File: src/sgm_pkg.sv
// Shared widths, register indexes and job types for the Sobel magnitude core.
`default_nettype none
package sgm_pkg;

   localparam int PIXEL_WIDTH       = 8;
   localparam int MAG_WIDTH         = 11;
   localparam int COORD_WIDTH       = 10;
   localparam int GRAD_WIDTH        = 11;
   localparam int SQ_WIDTH          = 21;
   localparam int CSR_INDEX_WIDTH   = 2;
   localparam int CSR_DATA_WIDTH    = 11;
   localparam int DEFAULT_MAX_WIDTH = 1024;
   localparam int HEIGHT_LIMIT      = 1024;
   localparam int QUEUE_DEPTH       = 2;
   localparam int MAG_MAX           = 1442;

   localparam logic [CSR_INDEX_WIDTH-1:0] CSR_IMAGE_WIDTH  = 2'd0;
   localparam logic [CSR_INDEX_WIDTH-1:0] CSR_IMAGE_HEIGHT = 2'd1;

   localparam logic [CSR_DATA_WIDTH-1:0] RESET_IMAGE_WIDTH  = 11'd1024;
   localparam logic [CSR_DATA_WIDTH-1:0] RESET_IMAGE_HEIGHT = 11'd1024;

   // one interior pixel handed from front to back
   typedef struct packed {
      logic signed [GRAD_WIDTH-1:0] gx;
      logic signed [GRAD_WIDTH-1:0] gy;
      logic [COORD_WIDTH-1:0]       row;
      logic [COORD_WIDTH-1:0]       col;
      logic                         last;
   } job_type;

   typedef struct packed {
      logic full;
      logic empty;
   } queue_status_type;

endpackage
`default_nettype wire

File: src/sgm_queue.sv
// Short FIFO of gradient jobs between the front and back ends.
`default_nettype none
module sgm_queue
   import sgm_pkg::*;
(
   input  wire logic             clock,
   input  wire logic             reset,
   input  wire logic             push,
   input  wire job_type          push_word,
   input  wire logic             pop,
   output job_type               pop_word,
   output queue_status_type      status
);

   localparam int PW = (QUEUE_DEPTH > 1) ? $clog2(QUEUE_DEPTH) : 1;
   localparam int CNTW = $clog2(QUEUE_DEPTH + 1);

   job_type            entry_ff [QUEUE_DEPTH];
   logic [PW-1:0]      wr_ptr_ff, rd_ptr_ff;
   logic [CNTW-1:0]    count_ff;
   logic               do_push, do_pop;

   assign status.full  = (count_ff == CNTW'(QUEUE_DEPTH));
   assign status.empty = (count_ff == '0);
   assign do_push      = push && !status.full;
   assign do_pop       = pop && !status.empty;
   assign pop_word     = entry_ff[rd_ptr_ff];

   always_ff @(posedge clock) begin
      if (do_push) begin
         entry_ff[wr_ptr_ff] <= push_word;
      end
   end

   always_ff @(posedge clock) begin
      if (reset) begin
         wr_ptr_ff <= '0;
         rd_ptr_ff <= '0;
         count_ff  <= '0;
      end else begin
         if (do_push) begin
            wr_ptr_ff <= (wr_ptr_ff == PW'(QUEUE_DEPTH - 1)) ? '0 : wr_ptr_ff + 1'b1;
         end
         if (do_pop) begin
            rd_ptr_ff <= (rd_ptr_ff == PW'(QUEUE_DEPTH - 1)) ? '0 : rd_ptr_ff + 1'b1;
         end
         if (do_push && !do_pop) begin
            count_ff <= count_ff + 1'b1;
         end else if (do_pop && !do_push) begin
            count_ff <= count_ff - 1'b1;
         end
      end
   end

endmodule
`default_nettype wire

File: config.mk
export PLATFORM = sky130hd
export DESIGN_NAME = sgm_queue
export DESIGN_NICKNAME = d
export VERILOG_FILES = /design/src/sgm_pkg.sv /design/src/sgm_queue.sv
export SDC_FILE = /design/constraint.sdc
export NUM_CORES = 1
export LEC_CHECK = 0
export ABC_AREA = 1
export BUFFER_PORTS_ARGS = -buffer_cell sky130_fd_sc_hd__buf_2
export CORE_UTILIZATION = 31
export CTS_CLUSTER_DIAMETER = 200
export DETAILED_ROUTE_END_ITERATION = 12
export HOLD_SLACK_MARGIN = 0.03
export SLEW_MARGIN = 30
export SYNTH_ARGS = -nofsm -noshare
export SYNTH_HDL_FRONTEND = slang
export SYNTH_SLANG_ARGS = --single-unit
File: constraint.sdc
create_clock -name clock -period 2.75 [get_ports clock]
set_clock_uncertainty 0.15 [all_clocks]
set_input_delay 0.275 -clock clock [delete_from_list [all_inputs] [get_ports clock]]
set_output_delay 0.275 -clock clock [all_outputs]
set_load 0.02 [all_outputs]
# [After elaboration in Yosys (flattened, before gate mapping)]
# Memory sizes are Yosys's and may differ from the RTL's. A register that Yosys moved wholly into a read port is not among the register bits.
# Cells that the tools add are included.
[op_classes] n_reduce_logical=10 muxes=8 n_eq_ne=1 addsub=4
[ops] cell="1-bit 2-to-1 mux" n=6
[ops] cell="1-bit logical AND" n=4
[ops] cell="1-bit zero test" n=4
[ops] cell="2-bit 2-to-1 mux" n=2
[ops] cell="1-bit adder, second input constant" n=2
[ops] cell="2-bit by 1-bit adder with 2-bit output, second input constant" n=1
[ops] cell="2-bit equality test, second input constant" n=1
[ops] cell="2-bit zero test" n=1
[ops] cell="2-bit nonzero test" n=1
[ops] cell="2-bit by 1-bit subtractor with 2-bit output, second input constant" n=1
[totals] out_inout_bits=45 memories=1 elab_cells=27 ramBits=86 reg_bits=4 inputBits=47
[memory_table] memory="entry_ff" depth=2 width=43 read_ports=1 rd_ports_with_merged_regs=1 wr=1 line_no="sgm_queue.sv:18" text="job_type entry_ff [QUEUE_DEPTH];"

# [Depth between registers and ports, before layout]
[logic_depth] depth_word=7 depth_mapped=10

# [Worst setup path before layout]
# No wires, ideal clock.
[synth_path] kind="register to register" from="reg count_ff[0]" to="mem entry_ff[0][0] (netlist bit), enable pin" path_slack_ns=-0.191 synth_period_minus_slack_ns=2.941 stages_incl_launch_ff=3 n_path_buf=0 t_required_ns=2.157 arrival_ns=2.347 setup_time_ns=0.443 path_cell_list="dfxtp_1 > o21ai_2 > nor2_1"
[synth_between] elab_chain_len=5
[synth_rtl] item="from (decl)" line_no="sgm_queue.sv:20" text="logic [CNTW-1:0] count_ff;"
[synth_rtl] item="from (signal assigned)" line_no="sgm_queue.sv:48" text="count_ff <= count_ff + 1'b1;"
[synth_rtl] item="from (signal assigned)" line_no="sgm_queue.sv:50" text="count_ff <= count_ff - 1'b1;"
[synth_rtl] item="2-bit equality test" line_no="sgm_queue.sv:23" text="assign status.full = (count_ff == CNTW'(QUEUE_DEPTH));"
[synth_rtl] item="1-bit zero test" line_no="sgm_queue.sv:25" text="assign do_push = push && !status.full;"
[synth_rtl] item="1-bit logical AND" line_no="sgm_queue.sv:25"
[synth_rtl] item="1-bit 2-to-1 mux" line_no="sgm_queue.sv:30" text="if (do_push) begin"
[synth_rtl] item="1-bit 2-to-1 mux (not written as such)" line_no="sgm_queue.sv:31" text="entry_ff[wr_ptr_ff] <= push_word;"
[synth_rtl] item="to (decl)" line_no="sgm_queue.sv:18"
# Every way passes these cells.

==> impl_metrics.tcl <==
set metrics [dict create \
    die-area_mm2 0.0119 \
    final_common_cell "buf_2" \
    start_util 0.323 \
    root_buffer "clkbuf_16" \
    row_count 38 \
    synth_area_leaders "edfxtp_1, mux2_4, dfxtp_1" \
    cp-start-kind "flop" \
    via_count 1912 \
    power_density_mw_per_mm2 896 \
    drtAntennaViolNets 0 \
    grt.overflow.total 0 \
    yosys.area.top_type "edfxtp_1" \
    dp_hpwl_mm 3.93 \
    clockBufferDepth 2 \
    combPwrFrac 0.268 \
    setup.worst_path.end_class "primary output" \
    synth_seq_area_share 0.754 \
    setup_ws_ns 0.588 \
    core_mm2 0.0110 \
    drive_gt1_frac 0.497 \
    antenna_found_initial 0 \
    pwr-share-clk 0.312 \
    fin_setup_tns_ns 0 \
    fmax_mhz 463 \
    internal_power_w 0.00318 \
    leakage_nw 1.95 \
    cts_setup_buffers 0 \
    grt_max_degree 44 \
    critical_path_class "flop to primary output" \
    die_w_um 109 \
    seq_power_share 0.420 \
    io_buffers 91 \
    worst_slew_pin_slew_ns 0.610 \
    wl_per_cell_um 13.5 \
    areaGrowthSynthToFinish_pct 38.6 \
    cts_resized 0 \
    initialDrtViolationCount 45 \
    relSlewSlack 0.593 \
    synth_warnings 0 \
    die_h_um 109 \
    clkSinkCount 91 \
    rsz0062_at_grt "false" \
    ys_seq_elements 91 \
    nets 363 \
    final_cell_mix "buf_2, edfxtp_1, dlygate4sd3_1" \
    grt_pass1_wl_mm 9.25 \
    fillers 1004 \
    status "completed" \
    clk_pin_slew_worst_paths_ns 0.06 \
    period_minus_slack_ns 2.16 \
    final.period_utilization 0.786 \
    grt_pass1_vias 1911 \
    p_total_w 0.00442 \
    syn_inst 171 \
    routabilityCongestion 0.656 \
    synth.distinct_cells 17 \
    cts_buffers 9 \
    syn_nets 219 \
    p_sw_w 0.00123 \
    min_path_type "input port to flop" \
    switching_share 0.279 \
    track_usage 0.109 \
    synth_area_mm2 0.00356 \
    insertedDiodeCount 0 \
    place_ws_ns 0.800 \
    clock_latency_ns 0.34 \
    finalHoldViolCount 0 \
    setup_violations 0 \
    cp.arrival_ns 1.74 \
    required_ns 2.33 \
    avgSynthCellArea_um2 20.8 \
    cts.htree.levels 3 \
    cts_tree "done" \
    drv_slew 0 \
    route.detailed.drc 0 \
    viasPerCell 4.16 \
    ir_worst_vdd_uv 357 \
    drv_cap 0 \
    first_pass_iters 3 \
    synth_top_area_frac 0.726 \
    ios 92 \
    cp_max_fo 27 \
    finalWirelength_mm 6.20 \
]
-- worst max-delay path, cell delays in order, from the launching register on --
cell     delay [ns]
dfxtp_4        0.56
buf_12         0.28
mux2_2         0.38
buf_2          0.16
-- worst paths after layout --
check | cells past startpoint | endpoint | startpoint | slack [ns]
max | 3 | pop_word[20] | flop | 0.59
min | 4 | count_ff[1] | reset | 0.09
max reg2reg | 3 | entry_ff[0][36] | count_ff[0] | 0.81
min reg2reg | 2 | wr_ptr_ff | wr_ptr_ff | 0.40
-- area by class of cell --
type / count / area, µm² / area share
clock inverters: 7 / 116 / 0.0236
flip-flops and latches: 91 / 2690 / 0.545
repair buffers: 138 / 928 / 0.188
inverters: 9 / 33.8 / 0.00685
multi-input cells: 66 / 766 / 0.155
well taps: 140 / 175 / 0.0355
clock buffers: 9 / 225 / 0.0457
-- timing repair --
action	in CTS	in global routing
setup endpoints to repair	0	0
hold endpoints to repair	86	0
hold buffers	43	0
-- power by group through the flow --
stage	Clock [W]	Combinational, W	Sequential, W
3_5_place_dp	0	0.00116	0.00189
5_1_grt	0.00147	0.00128	0.00188
2_1_floorplan	0	0.000911	0.00184
4_1_cts	0.00141	0.00120	0.00186
6_report	0.00138	0.00118	0.00185
3_3_place_gp	0	0.00114	0.00188
-- flip-flops by register name, indices dropped and copies added (netlist names), named ones only --
name and flops:
entry_ff 86, count_ff 2, rd_ptr_ff 1, wr_ptr_ff 1
-- cell usage after synthesis --
| cell type | instances |
|---|---|
| dfxtp_1 | 5 |
| buf_12 | 4 |
| inv_1 | 8 |
| nand2_1 | 4 |
| ha_1 | 1 |
| nand3_1 | 1 |
| mux2_2 | 3 |
| a21oi_1 | 1 |
| mux2_4 | 40 |
| edfxtp_1 | 86 |
| and2_1 | 1 |
| nor2_1 | 9 |
| o21ai_0 | 3 |
| buf_6 | 1 |
| o21ai_2 | 2 |
| inv_2 | 1 |
| nand4_1 | 1 |
-- metrics by stage --
stage / util / instances / hold slack, ns / area [µm²]
6_report: 0.447 / 460 / 0.0921 / 4930
5_1_grt: 0.447 / 460 / 0.0914 / 4930
4_1_cts: 0.447 / 460 / 0.0782 / 4930
3_5_place_dp: 0.377 / 401 / 0.317 / 4160
3_3_place_gp: 0.377 / 401 / 0.316 / 4160
2_1_floorplan: - / 171 / 0.224 / 3560
-- layer usage --
metal,global-route usage,up-vias,part of all wire
met5,0,-,0
met4,0.0637,0,0.020
met3,0.0400,10,0.062
met2,0.164,53,0.47
met1,0.134,911,0.45
li1,-,938,-
-- cells by family after synthesis --
family,synth area share
buffers and inverters,0.0352
and+or+nand+nor,0.0186
muxes,0.178
adders and majority gates,0.00352
DFF,0.754
AOI/OAI and AO/OA,0.0105
Note: power is estimated with default switching activity, not from simulation.
