`config.mk`:
```
export PLATFORM = sky130hd
export DESIGN_NAME = sgm_back
export DESIGN_NICKNAME = d
export VERILOG_FILES = /design/src/sgm_pkg.sv /design/src/sgm_back.sv
export SDC_FILE = /design/constraint.sdc
export NUM_CORES = 1
export LEC_CHECK = 0
export ABC_AREA = 0
export BUFFER_PORTS_ARGS = -buffer_cell sky130_fd_sc_hd__buf_2
export CORE_MARGIN = 2
export CORE_UTILIZATION = 30
export CTS_CLUSTER_DIAMETER = 50
export DETAILED_ROUTE_END_ITERATION = 8
export HOLD_SLACK_MARGIN = 0.02
export PLACE_DENSITY = 0.41
export RECOVER_POWER = 25
export SLEW_MARGIN = 20
export SYNTH_ARGS = -nofsm -noshare
export SYNTH_HDL_FRONTEND = slang
export SYNTH_SLANG_ARGS = --single-unit
export TNS_END_PERCENT = 100
```
`constraint.sdc`:
```
create_clock -name clock -period 8.29 [get_ports clock]
set_input_delay 1.658 -clock clock [delete_from_list [all_inputs] [get_ports clock]]
set_output_delay 1.658 -clock clock [all_outputs]
set_load 0.05 [all_outputs]
```
`src/sgm_pkg.sv`:
```
// Shared widths, register indexes and job types for the Sobel magnitude core.
`default_nettype none
package sgm_pkg;

   localparam int PIXEL_WIDTH       = 8;
   localparam int MAG_WIDTH         = 11;
   localparam int COORD_WIDTH       = 10;
   localparam int GRAD_WIDTH        = 11;
   localparam int SQ_WIDTH          = 21;
   localparam int CSR_INDEX_WIDTH   = 2;
   localparam int CSR_DATA_WIDTH    = 11;
   localparam int DEFAULT_MAX_WIDTH = 1024;
   localparam int HEIGHT_LIMIT      = 1024;
   localparam int QUEUE_DEPTH       = 2;
   localparam int MAG_MAX           = 1442;

   localparam logic [CSR_INDEX_WIDTH-1:0] CSR_IMAGE_WIDTH  = 2'd0;
   localparam logic [CSR_INDEX_WIDTH-1:0] CSR_IMAGE_HEIGHT = 2'd1;

   localparam logic [CSR_DATA_WIDTH-1:0] RESET_IMAGE_WIDTH  = 11'd1024;
   localparam logic [CSR_DATA_WIDTH-1:0] RESET_IMAGE_HEIGHT = 11'd1024;

   // one interior pixel handed from front to back
   typedef struct packed {
      logic signed [GRAD_WIDTH-1:0] gx;
      logic signed [GRAD_WIDTH-1:0] gy;
      logic [COORD_WIDTH-1:0]       row;
      logic [COORD_WIDTH-1:0]       col;
      logic                         last;
   } job_type;

   typedef struct packed {
      logic full;
      logic empty;
   } queue_status_type;

endpackage
`default_nettype wire

```
`src/sgm_back.sv`:
```
// Back end: squares the gradients, bit-serial floor square root, result register.
`default_nettype none
module sgm_back
   import sgm_pkg::*;
(
   input  wire logic                    clock,
   input  wire logic                    reset,
   output logic                         job_pop,
   input  wire job_type                 job_word,
   input  wire queue_status_type        q_status,
   output logic                         rsp_empty,
   input  wire logic                    rsp_pop,
   output logic [MAG_WIDTH-1:0]         rsp_magnitude,
   output logic [COORD_WIDTH-1:0]       rsp_out_row,
   output logic [COORD_WIDTH-1:0]       rsp_out_col,
   output logic                         rsp_frame_last
);

   localparam int RADW  = 2 * MAG_WIDTH;
   localparam int REMW  = MAG_WIDTH + 1;
   localparam int STEPW = $clog2(MAG_WIDTH);

   typedef enum logic [1:0] {
      B_IDLE,
      B_SQUARE,
      B_ROOT,
      B_DONE
   } state_type;

   state_type                     state_ff;
   job_type                       job_ff;
   logic [RADW-1:0]               rad_ff;
   logic [REMW-1:0]               rem_ff;
   logic [MAG_WIDTH-1:0]          root_ff;
   logic [STEPW-1:0]              step_ff;
   logic                          out_valid_ff;
   logic [MAG_WIDTH-1:0]          mag_ff;
   logic [COORD_WIDTH-1:0]        row_ff, col_ff;
   logic                          last_ff;
   logic signed [2*GRAD_WIDTH-1:0] gx_sq, gy_sq;
   logic [SQ_WIDTH-1:0]           sq_sum;
   logic [REMW+1:0]               cand, trial;
   logic                          fits;
   logic                          load_out;

   assign job_pop = (state_ff == B_IDLE) && !q_status.empty;

   // each square stays below 2^20
   assign gx_sq  = job_ff.gx * job_ff.gx;
   assign gy_sq  = job_ff.gy * job_ff.gy;
   assign sq_sum = {1'b0, gx_sq[SQ_WIDTH-2:0]} + {1'b0, gy_sq[SQ_WIDTH-2:0]};

   assign cand  = {rem_ff, rad_ff[RADW-1 -: 2]};
   assign trial = {1'b0, root_ff, 2'b01};
   assign fits  = (cand >= trial);

   // finished root moves out when the result register is free or being popped
   assign load_out = (state_ff == B_DONE) && (!out_valid_ff || rsp_pop);

   assign rsp_empty      = !out_valid_ff;
   assign rsp_magnitude  = mag_ff;
   assign rsp_out_row    = row_ff;
   assign rsp_out_col    = col_ff;
   assign rsp_frame_last = last_ff;

   always_ff @(posedge clock) begin
      if (reset) begin
         state_ff     <= B_IDLE;
         out_valid_ff <= 1'b0;
      end else begin
         if (load_out) begin
            out_valid_ff <= 1'b1;
         end else if (rsp_pop && out_valid_ff) begin
            out_valid_ff <= 1'b0;
         end
         unique case (state_ff)
            B_IDLE: begin
               if (job_pop) begin
                  job_ff   <= job_word;
                  state_ff <= B_SQUARE;
               end
            end
            B_SQUARE: begin
               rad_ff   <= RADW'(sq_sum);
               rem_ff   <= '0;
               root_ff  <= '0;
               step_ff  <= STEPW'(MAG_WIDTH - 1);
               state_ff <= B_ROOT;
            end
            B_ROOT: begin
               // two radicand bits in, one root bit out
               if (fits) begin
                  rem_ff  <= REMW'(cand - trial);
                  root_ff <= {root_ff[MAG_WIDTH-2:0], 1'b1};
               end else begin
                  rem_ff  <= REMW'(cand);
                  root_ff <= {root_ff[MAG_WIDTH-2:0], 1'b0};
               end
               rad_ff <= {rad_ff[RADW-3:0], 2'b00};
               if (step_ff == '0) begin
                  state_ff <= B_DONE;
               end else begin
                  step_ff <= step_ff - 1'b1;
               end
            end
            B_DONE: begin
               if (load_out) begin
                  mag_ff   <= root_ff;
                  row_ff   <= job_ff.row;
                  col_ff   <= job_ff.col;
                  last_ff  <= job_ff.last;
                  state_ff <= B_IDLE;
               end
            end
            default: state_ff <= B_IDLE;
         endcase
      end
   end

endmodule
`default_nettype wire

```
After elaboration in Yosys (flattened, before gate mapping). Index checks and enable logic that the tools add are counted.

Multipliers: 2. Magnitude comparators: 1. Add/subtract/negate cells: 3. Reductions and logical operators: 15. Eq/ne operators: 7. Muxes and demuxes: 13. Bitwise gates (word level): 1.

Operators by type and width (number): $pmux 22 s2 (1); $mul 11x11->20 (2); $pmux 12 s2 (1); $pmux 11 s2 (1); $add 20x20->21 (1); $ge 14x13->1 (1); $mux 12 (1); $reduce_and 3->1 (4); $sub 12x12->12 (1); $ne 2x2->1 const B (4); $pmux 2 s4 (1); $pmux 4 s2 (1); $mux 2 (3); $eq 2x2->1 const B (2); $logic_not 4->1 (1); $mux 4 (1); $reduce_bool 2->1 (2); $sub 4x1->4 const B (1); $logic_and 1x1->1 (3); $mux 1 (3); $eq 2x1->1 const B (1); $logic_not 1->1 (2); $logic_not 2->1 (1); $reduce_and 2->1 (1); 2 further kinds (2).

Input port bits: 48. Output and inout bits: 34. Logic and storage cells: 57. Bits in registers: 127.

Longest topological paths before layout. Gate-level depths: netlist of run 1.

Depth after elaboration: 5. Gate-level depth with buffers: 27. Mapped depth without buffers: 26.

Least setup slack after synthesis of run 1. OpenSTA, ideal clock, no wires.

Kind: register -> register. Start point: register job_ff[23] in the netlist's numbering. End point: register rad_ff[19] (data pin). Setup slack: 1.962 ns. Arrival: 6.159 ns. Clock period less this slack: 6.328 ns. Cell stages (with the launch flop): 26. Path through: edfxtp_1 > clkbuf_1 > nand2_1 > fa_1 > inv_1 > fa_1 > inv_1 > fa_1 > inv_1 > fa_1 > inv_1 > fa_1 > inv_1 > ha_1 > o21a_1 > o2111a_1 > a2111oi_1 > nor2_1 > xnor2_1 > ha_1 > o21ai_0 > nand2b_1 > nor4b_1 > o21ai_0 > and3_1 > o31ai_1.

Longest elaborated chain between the ends: 3.

RTL lines: start, declared (RTL line sgm_back.sv:31) `job_type job_ff;`; start signal, assigned (RTL line sgm_back.sv:79) `job_ff <= job_word;`; $mul 11x11->20 (RTL line sgm_back.sv:50) `assign gy_sq = job_ff.gy * job_ff.gy;`; $add 20x20->21 (RTL line sgm_back.sv:51) `assign sq_sum = {1'b0, gx_sq[SQ_WIDTH-2:0]} + {1'b0, gy_sq[SQ_WIDTH-2:0]};`; $pmux 22 s2 (RTL line sgm_back.sv:76) `unique case (state_ff)`; end signal, assigned (RTL line sgm_back.sv:84) `rad_ff <= RADW'(sq_sum);`; end signal, assigned (RTL line sgm_back.sv:99) `rad_ff <= {rad_ff[RADW-3:0], 2'b00};`; end, declared (RTL line sgm_back.sv:32) `logic [RADW-1:0] rad_ff;`.

Every way passes these cells. A chain may end at the register's enable or synchronous reset.

Worst setup path after layout of run 1. Ends and elaborated chain as after synthesis.

==> results of run 1 <==
[cell type report]
type                    count  share of cell area (%)
multi-input cells         854                    56.3
well taps                 600                    4.92
clock inverters            14                   0.705
clock buffers              18                    2.81
repair buffers             86                    2.92
flip-flops and latches    127                    24.8
inverters                 310                    7.62
[worst max-delay path: stages (launching register included)]
cell       delay (ns)
edfxtp_1         0.68
nand2_1          0.15
fa_1             0.55
inv_1            0.07
fa_1             0.51
inv_1            0.05
fa_1             0.47
inv_1            0.05
fa_1             0.53
inv_1            0.05
fa_1             0.53
inv_1            0.04
ha_1             0.33
o21a_1           0.22
o2111a_1         0.26
a2111oi_1        0.51
nor2_1           0.12
xnor2_1          0.16
ha_1             0.32
o21ai_0          0.09
nand2b_1         0.22
nor4b_1          0.28
o21ai_0          0.16
and3_1           0.21
o31ai_1          0.18
[worst paths after layout]
| path | startpoint | endpoint | slack [ns] | cells after the start |
|---|---|---|---|---|
| setup / recovery | job_ff[23]$_DFFE_PP_ | rad_ff[19]$_DFFE_PP_ | 1.37 | 24 |
| hold / removal | job_ff[13]$_DFFE_PP_ | rsp_out_row[2]$_DFFE_PP_ | 0.42 | 0 |
| setup reg to reg | job_ff[23]$_DFFE_PP_ | rad_ff[19]$_DFFE_PP_ | 1.37 | 24 |
| hold reg to reg | job_ff[13]$_DFFE_PP_ | rsp_out_row[2]$_DFFE_PP_ | 0.42 | 0 |
[state kept, by name, indices dropped and copies added, names as in the netlist]
signal,flops
job_ff,43
rad_ff,22
rem_ff,12
root_ff,11
rsp_magnitude,11
rsp_out_col,10
rsp_out_row,10
step_ff,4
state_ff,2
out_valid_ff,1
rsp_frame_last,1
[metrics by stage]
step | area [um2] | instances
global placement | 14700 | 1977
global route | 15300 | 2009
CTS | 15300 | 2009
detailed placement | 14700 | 1977
floorplan | 13600 | 1322
finish | 15300 | 2009
[metal layers]
metal / track usage, % / wire (um)
met1: 17.2 / 13100
met3: 2.40 / 837
met4: 4.89 / 510
met2: 22.5 / 14100
met5: 0 / 0
[layout by cell type, fill, tap and decap left out, drive strengths merged, types with 9 or more instances in the layout]
cell,synthesis,routed
a211oi,9,9
a21o,11,11
a21oi,62,62
and2,44,44
buf,4,86
clkbuf,27,18
edfxtp,124,124
fa,189,189
ha,121,121
inv,310,315
nand2,82,82
nand2b,10,10
nand3,14,14
nor2,64,64
nor2b,25,25
nor3,9,9
o211ai,9,9
o21ai,40,40
or3,10,10
xnor2,62,62
xor2,16,16
[logic make-up (layout without fill, tap and decap cells)]
kind of cell / Yosys count / count (layout)
buf+inv: 341 / 428
xor+xnor: 78 / 78
flops: 127 / 127
simple gates: 278 / 278
fa+ha+maj: 310 / 310
mux: 4 / 4
compound gates: 184 / 184
==> flow_summary.json, run 1 <==
{
  "outcome": "completed",
  "ctsRootBufferMaster": "clkbuf_16",
  "grt_start_max_net_pins": 49,
  "cp.arrival_ns": 7.21,
  "pin_count": 82,
  "multiInputGateArea_um2": 8590,
  "max_freq_mhz": 144,
  "core.rowCount": 78,
  "ys.flop_type": "edfxtp_1",
  "synthCells": 1322,
  "postSynthAreaPerCell_um2": 10.3,
  "antenna_found_initial": 0,
  "hold_slack_ns": 0.418,
  "synth-edff-count": 124,
  "cp_max_fo": 13,
  "core_area_um2": 45100,
  "cts_resized": 0,
  "post-place-ws_ns": 1.35,
  "die_w_um": 217,
  "hpwl_mm": 22.9,
  "finalSetupViolCount": 0,
  "skew_ns": 0.0117,
  "rsz0062_at_grt": "false",
  "diodes": 0,
  "ys_seq_elements": 127,
  "area_growth_syn_to_layout_pct": 11.9,
  "yosys.area.top_type_share_pct": 27.7,
  "syn_nets": 1680,
  "synth_xor_area_share_pct": 5.01,
  "synth_most_common_cell": "inv_1",
  "finalWorstSetupSlack_ns": 1.37,
  "start_kind": "register",
  "finalCritPeriodShare_pct": 83.5,
  "vias_per_cell": 4.45,
  "crit_path_end_kind": "register",
  "cts_inserted_buffers": 17,
  "yosysTopAreaCell": "fa_1",
  "io_buffer_count": 80,
  "vias": 8938,
  "cts_buffer_depth": 2,
  "synth_fa_ha_area_share_pct": 38.8,
  "synth_seq_area_share_pct": 27.7,
  "async_reset_ff_share_pct": 0,
  "grt_pass1_wl_mm": 48.7,
  "grt-ovfl-total": 0,
  "routed_wl_mm": 28.6,
  "layout-drive-gt1-share_pct": 9.58,
  "clock_latency_ns": 0.47,
  "required_ns": 8.58,
  "tns_ns": 0,
  "clkTransAtPathRegs_ns": 0.06,
  "routedWlPerCell_um": 14.2,
  "yosys-top-cells-count": "inv_1, fa_1, edfxtp_1, ha_1, nand2_1",
  "min_path_type": "register to register",
  "tritoncts": "built",
  "dieHeight_um": 217,
  "die_area_um2": 47200,
  "dr.first_iter.drc_count": 354,
  "ant_nets": 0,
  "initial_core_util_pct": 30.3,
  "synth-simple-area-share_pct": 10.0,
  "maxSlewHeadroom_pct": 55.1,
  "n_fill_cell": 4724,
  "cts_hold_buf": 0,
  "synth_cell_types": 63,
  "ys_warn_count": 0,
  "cts_setup_buffers": 0,
  "slew_violations": 0,
  "path_class": "register to register",
  "ff_latch_area_um2": 3780,
  "gp_congestion": 0.773,
  "htreeDepth": 4,
  "final_net_count": 1754,
  "worstMarginPinSlew_ns": 0.669,
  "hold_viol_final": 0,
  "maxCapViolations": 0,
  "synth.area.mux_share_pct": 0.303,
  "synth_compound_area_share_pct": 8.68,
  "syn_area_um2": 13600,
  "synth_top_family_by_area": "adder cells",
  "fin_util_pct": 33.9,
  "drc_errors": 0,
  "post-route-min-period_ns": 6.92,
  "grt_usage_pct": 13.4,
  "cts_sinks": 127,
  "synthTopCellsByArea": "fa_1, edfxtp_1, ha_1, inv_1, xnor2_1",
  "grt_pass1_vias": 9553,
  "first_pass_iters": 4
}
Power of run 1 is not shown: default switching activity piles up to over one toggle a cycle in this logic, so the estimate is an artifact.
==> inputs of run 2 (changes only) <==
--- a/config.mk
+++ b/config.mk
@@ -12,7 +12,7 @@
 export CTS_CLUSTER_DIAMETER = 50
 export DETAILED_ROUTE_END_ITERATION = 8
 export HOLD_SLACK_MARGIN = 0.02
-export PLACE_DENSITY = 0.41
+export PLACE_DENSITY = 0.43
 export RECOVER_POWER = 25
 export SLEW_MARGIN = 20
 export SYNTH_ARGS = -nofsm -noshare
==> constraint.sdc (replaced) <==
create_clock -name clock -period 6.3 [get_ports clock]
set_input_delay 1.26 -clock clock [delete_from_list [all_inputs] [get_ports clock]]
set_output_delay 1.26 -clock clock [all_outputs]
set_load 0.05 [all_outputs]
==> run 2 against run 1 <==
  * Register-to-register slack worse by 1.2 ns
  * First-iteration DRC count up 11%
  * Hold slack worse by 0.0057 ns
  * Largest cell class unchanged
==> flow_summary.json, run 2 (synthesis results as in run 1) <==
{
  "layout-drive-gt1-share_pct": 24.1,
  "clock_latency_ns": 0.47,
  "rsz0062_at_grt": "true",
  "grt_pass1_vias": 9967,
  "finalWorstSetupSlack_ns": 0.176,
  "routedWlPerCell_um": 13.9,
  "die_area_um2": 47200,
  "crit_top_cell": "fa_1",
  "slowest_stage": "fa_1",
  "start_kind": "register",
  "cp_max_fo": 6,
  "top_register": "job_ff",
  "tns_ns": 0,
  "pin_count": 82,
  "maxSlewHeadroom_pct": 50.4,
  "largest_reg_flops": 43,
  "die_w_um": 217,
  "outcome": "completed",
  "grt_pass1_wl_mm": 49.9,
  "cts_buffer_depth": 2,
  "cp.arrival_ns": 6.33,
  "cts_sinks": 127,
  "routed_wl_mm": 30.1,
  "finalCritPeriodShare_pct": 97.2,
  "maxCapViolations": 0,
  "max_freq_mhz": 163,
  "grt_start_max_net_pins": 50,
  "core.rowCount": 78,
  "vias": 9545,
  "hold_viol_final": 0,
  "vias_per_cell": 4.42,
  "crit_chain": "buf_6 -> and2_4 -> fa_1 -> fa_1 -> fa_1 -> fa_1 -> inv_1 -> fa_1 -> inv_1 -> ha_2 -> buf_4 -> o21a_1 -> nand3_2 -> buf_6 -> o31a_1 -> xnor2_2 -> ha_1 -> buf_6 -> a31o_4 -> a21oi_4 -> and3_4 -> o31ai_2",
  "core_area_um2": 45100,
  "dieHeight_um": 217,
  "final_common_cell": "inv_1",
  "tritoncts": "built",
  "antenna_found_initial": 1,
  "grt-ovfl-total": 0,
  "first_pass_iters": 6,
  "htreeDepth": 4,
  "hpwl_mm": 24.0,
  "final_net_count": 1905,
  "largestRegisters": "job_ff x43, rad_ff x22, rem_ff x12",
  "drc_errors": 0,
  "crit_family": "adder cells",
  "gp_congestion": 0.747,
  "fin_util_pct": 37.7,
  "dr.first_iter.drc_count": 393,
  "path_buf_inv": 6,
  "final_cell_mix": "inv_1, fa_1, buf_4",
  "clkTransAtPathRegs_ns": 0.07,
  "io_buffer_count": 80,
  "post-route-min-period_ns": 6.12,
  "ant_nets": 0,
  "cts_inserted_buffers": 17,
  "ctsRootBufferMaster": "clkbuf_16",
  "cts_hold_buf": 0,
  "area_growth_syn_to_layout_pct": 24.5,
  "grt_usage_pct": 13.7,
  "initial_core_util_pct": 30.3,
  "finalSetupViolCount": 0,
  "post-place-ws_ns": -0.199,
  "worstMarginPinSlew_ns": 0.744,
  "min_path_type": "register to register",
  "path_class": "register to register",
  "crit_path_end_kind": "register",
  "required_ns": 6.50,
  "slew_violations": 0,
  "diodes": 0,
  "skew_ns": 0.0114,
  "cp_slowest_stage_delay_ns": 0.54
}
-- run 2: path summary, 6_finish.rpt --
check	depth (start not counted)	slack, ns	start	endpoint
setup / recovery	22	0.18	job_ff[24]$_DFFE_PP_	rad_ff[19]$_DFFE_PP_
hold / removal	0	0.41	job_ff[9]$_DFFE_PP_	rsp_out_col[8]$_DFFE_PP_
hold reg to reg	0	0.41	job_ff[9]$_DFFE_PP_	rsp_out_col[8]$_DFFE_PP_
setup reg to reg	22	0.18	job_ff[24]$_DFFE_PP_	rad_ff[19]$_DFFE_PP_
-- run 2: repair_timing --
item,in CTS,in global routing
setup endpoints to repair,5,9
gates resized for setup,38,86
buffers inserted,15,18
pin swaps,36,67
-- run 2: cell type report --
class | instances | area [um2]
multi-input combinational | 854 | 9040
sequential | 127 | 3780
tap | 600 | 751
inverter | 310 | 1160
clock buffer | 19 | 443
timing repair buffer | 237 | 1630
fill | 4583 | 28100
clock inverter | 13 | 176
-- run 2: through the flow --
step | cells | hold WS [ns] | cell area [um2]
after floorplan | 1322 | 0.400 | 13600
after global placement | 2097 | 0.401 | 15600
after detailed placement | 2097 | 0.405 | 15600
after CTS | 2144 | 0.420 | 16500
after global routing | 2160 | 0.428 | 17000
final | 2160 | 0.412 | 17000
-- run 2: layer usage --
layer | global-route usage [%] | part of all wire, %
met4 | 4.61 | 1.5
met1 | 18.1 | 46
met5 | 0 | 0
met2 | 22.6 | 49
met3 | 2.59 | 2.9
Power of run 2 is left out for the same reason.
==> inputs of run 3 (changes only) <==
--- a/config.mk
+++ b/config.mk
@@ -12,7 +12,7 @@
 export CTS_CLUSTER_DIAMETER = 50
 export DETAILED_ROUTE_END_ITERATION = 8
 export HOLD_SLACK_MARGIN = 0.02
-export PLACE_DENSITY = 0.43
+export PLACE_DENSITY = 0.41
 export RECOVER_POWER = 25
 export SLEW_MARGIN = 20
 export SYNTH_ARGS = -nofsm -noshare
==> constraint.sdc (replaced) <==
create_clock -name clock -period 7.31 [get_ports clock]
set_input_delay 1.462 -clock clock [delete_from_list [all_inputs] [get_ports clock]]
set_output_delay 1.462 -clock clock [all_outputs]
set_load 0.05 [all_outputs]
==> run 3 against run 2 <==
  * Utilization decreased by 3.5 points
  * Sequential share of layout area rose by 2.3 points
  * Clock-buffer cell count is 1 lower
  * Non-clock buffer count shrank 143
  * Sequential cell count unchanged
  * Critical endpoint unchanged
  * Die area unchanged
  * Global-route usage down 0.34 points
  * Clock skew grew 0.0061 ns
  * Register-to-register slack improved by 0.41 ns
  * Critical path depth increased by 1
  * Highest routed layer unchanged
==> flow_summary.json, run 3 (synthesis results as in run 1) <==
{
  "io_buffer_count": 80,
  "top_register": "job_ff",
  "ant_nets": 0,
  "tritoncts": "built",
  "vias_per_cell": 4.39,
  "clock_latency_ns": 0.47,
  "holdPathStages": 0,
  "crit_top_cell": "fa_1",
  "n_fill_cell": 4693,
  "gp_congestion": 0.758,
  "die_area_um2": 47200,
  "largestRegisters": "job_ff x43, rad_ff x22, rem_ff x12",
  "skew_ns": 0.0175,
  "worstMarginPinSlew_ns": 0.666,
  "rsz0062_at_grt": "false",
  "min_path_type": "register to register",
  "grt-ovfl-total": 0,
  "initial_core_util_pct": 30.3,
  "clkTransAtPathRegs_ns": 0.07,
  "dr.first_iter.drc_count": 331,
  "maxSlewHeadroom_pct": 55.4,
  "r2r_slack_ns": 0.58,
  "finalSetupViolCount": 0,
  "required_ns": 7.58,
  "grt_pass1_wl_mm": 48.7,
  "fin_cells": 2017,
  "min_from": "job_ff[15]$_DFFE_PP_",
  "vias": 8861,
  "hold_viol_final": 0,
  "path_class": "register to register",
  "reg2reg_depth": 23,
  "min_to": "rsp_out_row[4]$_DFFE_PP_",
  "core_area_um2": 45100,
  "largest_reg_flops": 43,
  "outcome": "completed",
  "layout-drive-gt1-share_pct": 10.2,
  "final_net_count": 1762,
  "slowest_stage": "edfxtp_1",
  "drc_errors": 0,
  "antenna_found_initial": 0,
  "rr_startpoint": "job_ff[22]$_DFFE_PP_",
  "crit_cells": 23,
  "slew_violations": 0,
  "hpwl_mm": 22.9,
  "multiInputGateArea_um2": 8600,
  "path_buf_inv": 4,
  "dp_cells": 1983,
  "diodes": 0,
  "worstReg2RegEnd": "rad_ff[19]$_DFFE_PP_",
  "finalCritPeriodShare_pct": 92.0,
  "cts_sinks": 127,
  "area_growth_syn_to_layout_pct": 12.9,
  "hold_slack_ns": 0.416,
  "dieHeight_um": 217,
  "crit_chain": "and2_1 -> fa_1 -> fa_1 -> inv_1 -> fa_1 -> inv_1 -> fa_1 -> inv_1 -> fa_1 -> inv_1 -> ha_1 -> o21a_1 -> o2111a_1 -> a2111oi_2 -> nor2_1 -> xnor2_1 -> ha_1 -> o21ai_0 -> nand2b_1 -> nor4b_1 -> o21ai_0 -> and3_1 -> o31ai_1",
  "htreeDepth": 4,
  "die_w_um": 217,
  "tns_ns": 0,
  "cts_hold_buf": 0,
  "cts_inserted_buffers": 17,
  "cp.arrival_ns": 7.00,
  "ff_latch_area_um2": 3780,
  "grt_start_max_net_pins": 50,
  "core.rowCount": 78,
  "ctsRootBufferMaster": "clkbuf_16",
  "post-route-min-period_ns": 6.73,
  "cts_buffer_depth": 2,
  "final_cell_mix": "inv_1, fa_1, edfxtp_1",
  "max_freq_mhz": 149,
  "first_pass_iters": 5,
  "final_common_cell": "inv_1",
  "cp_slowest_stage_delay_ns": 0.58,
  "crit_path_end_kind": "register",
  "routedWlPerCell_um": 14.2,
  "cp_max_fo": 10,
  "grt_usage_pct": 13.4,
  "pin_count": 82,
  "start_kind": "register",
  "crit_family": "adder cells",
  "grt_pass1_vias": 9658,
  "maxCapViolations": 0,
  "routed_wl_mm": 28.7
}
## run 3: cell types whose count changed in the layout (fill, tap and decap cells not counted), moves of 9 or more
cell | previous run | this run
buf_4 | 144 | 14
inv_1 | 293 | 310
ha_1 | 109 | 121
nand2_1 | 73 | 82
ha_4 | 9 | 0
inv_2 | 17 | 0
a21oi_1 | 50 | 62
buf_6 | 13 | 0
nand2_2 | 9 | 0
## run 3: timing repair
item / CTS / global route
setup endpoints to repair: 0 / 1
gates resized for setup: 0 / 1
setup buffers: 0 / 2
## run 3: worst register-to-register path: cells and delay by family, from the launching register on
family / cells / cell delay, ns
AND/OR/NAND/NOR: 5 / 1.07
AO/OA/AOI/OAI: 6 / 1.37
adder cells (fa/ha/maj): 7 / 3.17
XOR/XNOR: 1 / 0.15
flip-flops: 1 / 0.58
buffers and inverters: 4 / 0.19
## run 3: layer usage
layer	share of wire [%]	global-route usage, %	vias to the layer above	routed length [um]
met4	1.5	4.45	0	443
met1	47	17.3	4352	13400
met5	0	0	-	0
met2	49	22.6	100	14000
li1	-	-	4390	-
met3	2.8	2.49	19	793
## run 3: worst max-delay path by stage
stage                                 endpoint  slack (ns)                  from
after global placement    rad_ff[19]$_DFFE_PP_        0.48  job_ff[22]$_DFFE_PP_
final                     rad_ff[19]$_DFFE_PP_        0.58  job_ff[22]$_DFFE_PP_
after global routing      rad_ff[19]$_DFFE_PP_        0.02  job_ff[22]$_DFFE_PP_
after detailed placement  rad_ff[19]$_DFFE_PP_        0.44  job_ff[21]$_DFFE_PP_
after floorplan           rad_ff[19]$_DFFE_PP_        0.98  job_ff[23]$_DFFE_PP_
after CTS                 rad_ff[19]$_DFFE_PP_        0.38  job_ff[28]$_DFFE_PP_
## run 3: metrics by stage
| step | area, um2 | worst slack, ns | util [%] |
|---|---|---|---|
| finish | 15400 | 0.583 | 34.2 |
| global route | 15400 | 0.0156 | 34.2 |
| CTS | 15400 | 0.381 | 34.1 |
| detailed placement | 14800 | 0.441 | 32.8 |
| global placement | 14800 | 0.476 | 32.8 |
| floorplan | 13600 | 0.982 | - |
## run 3: layout make-up
cell class	instances	area share (%)
Multi-Input combinational cell	854	55.8
Sequential cell	127	24.6
Inverter	310	7.56
Tap cell	600	4.88
Timing Repair Buffer	94	3.28
Clock buffer	18	2.85
Clock inverter	14	1.03
Power of run 3 is left out for the same reason.
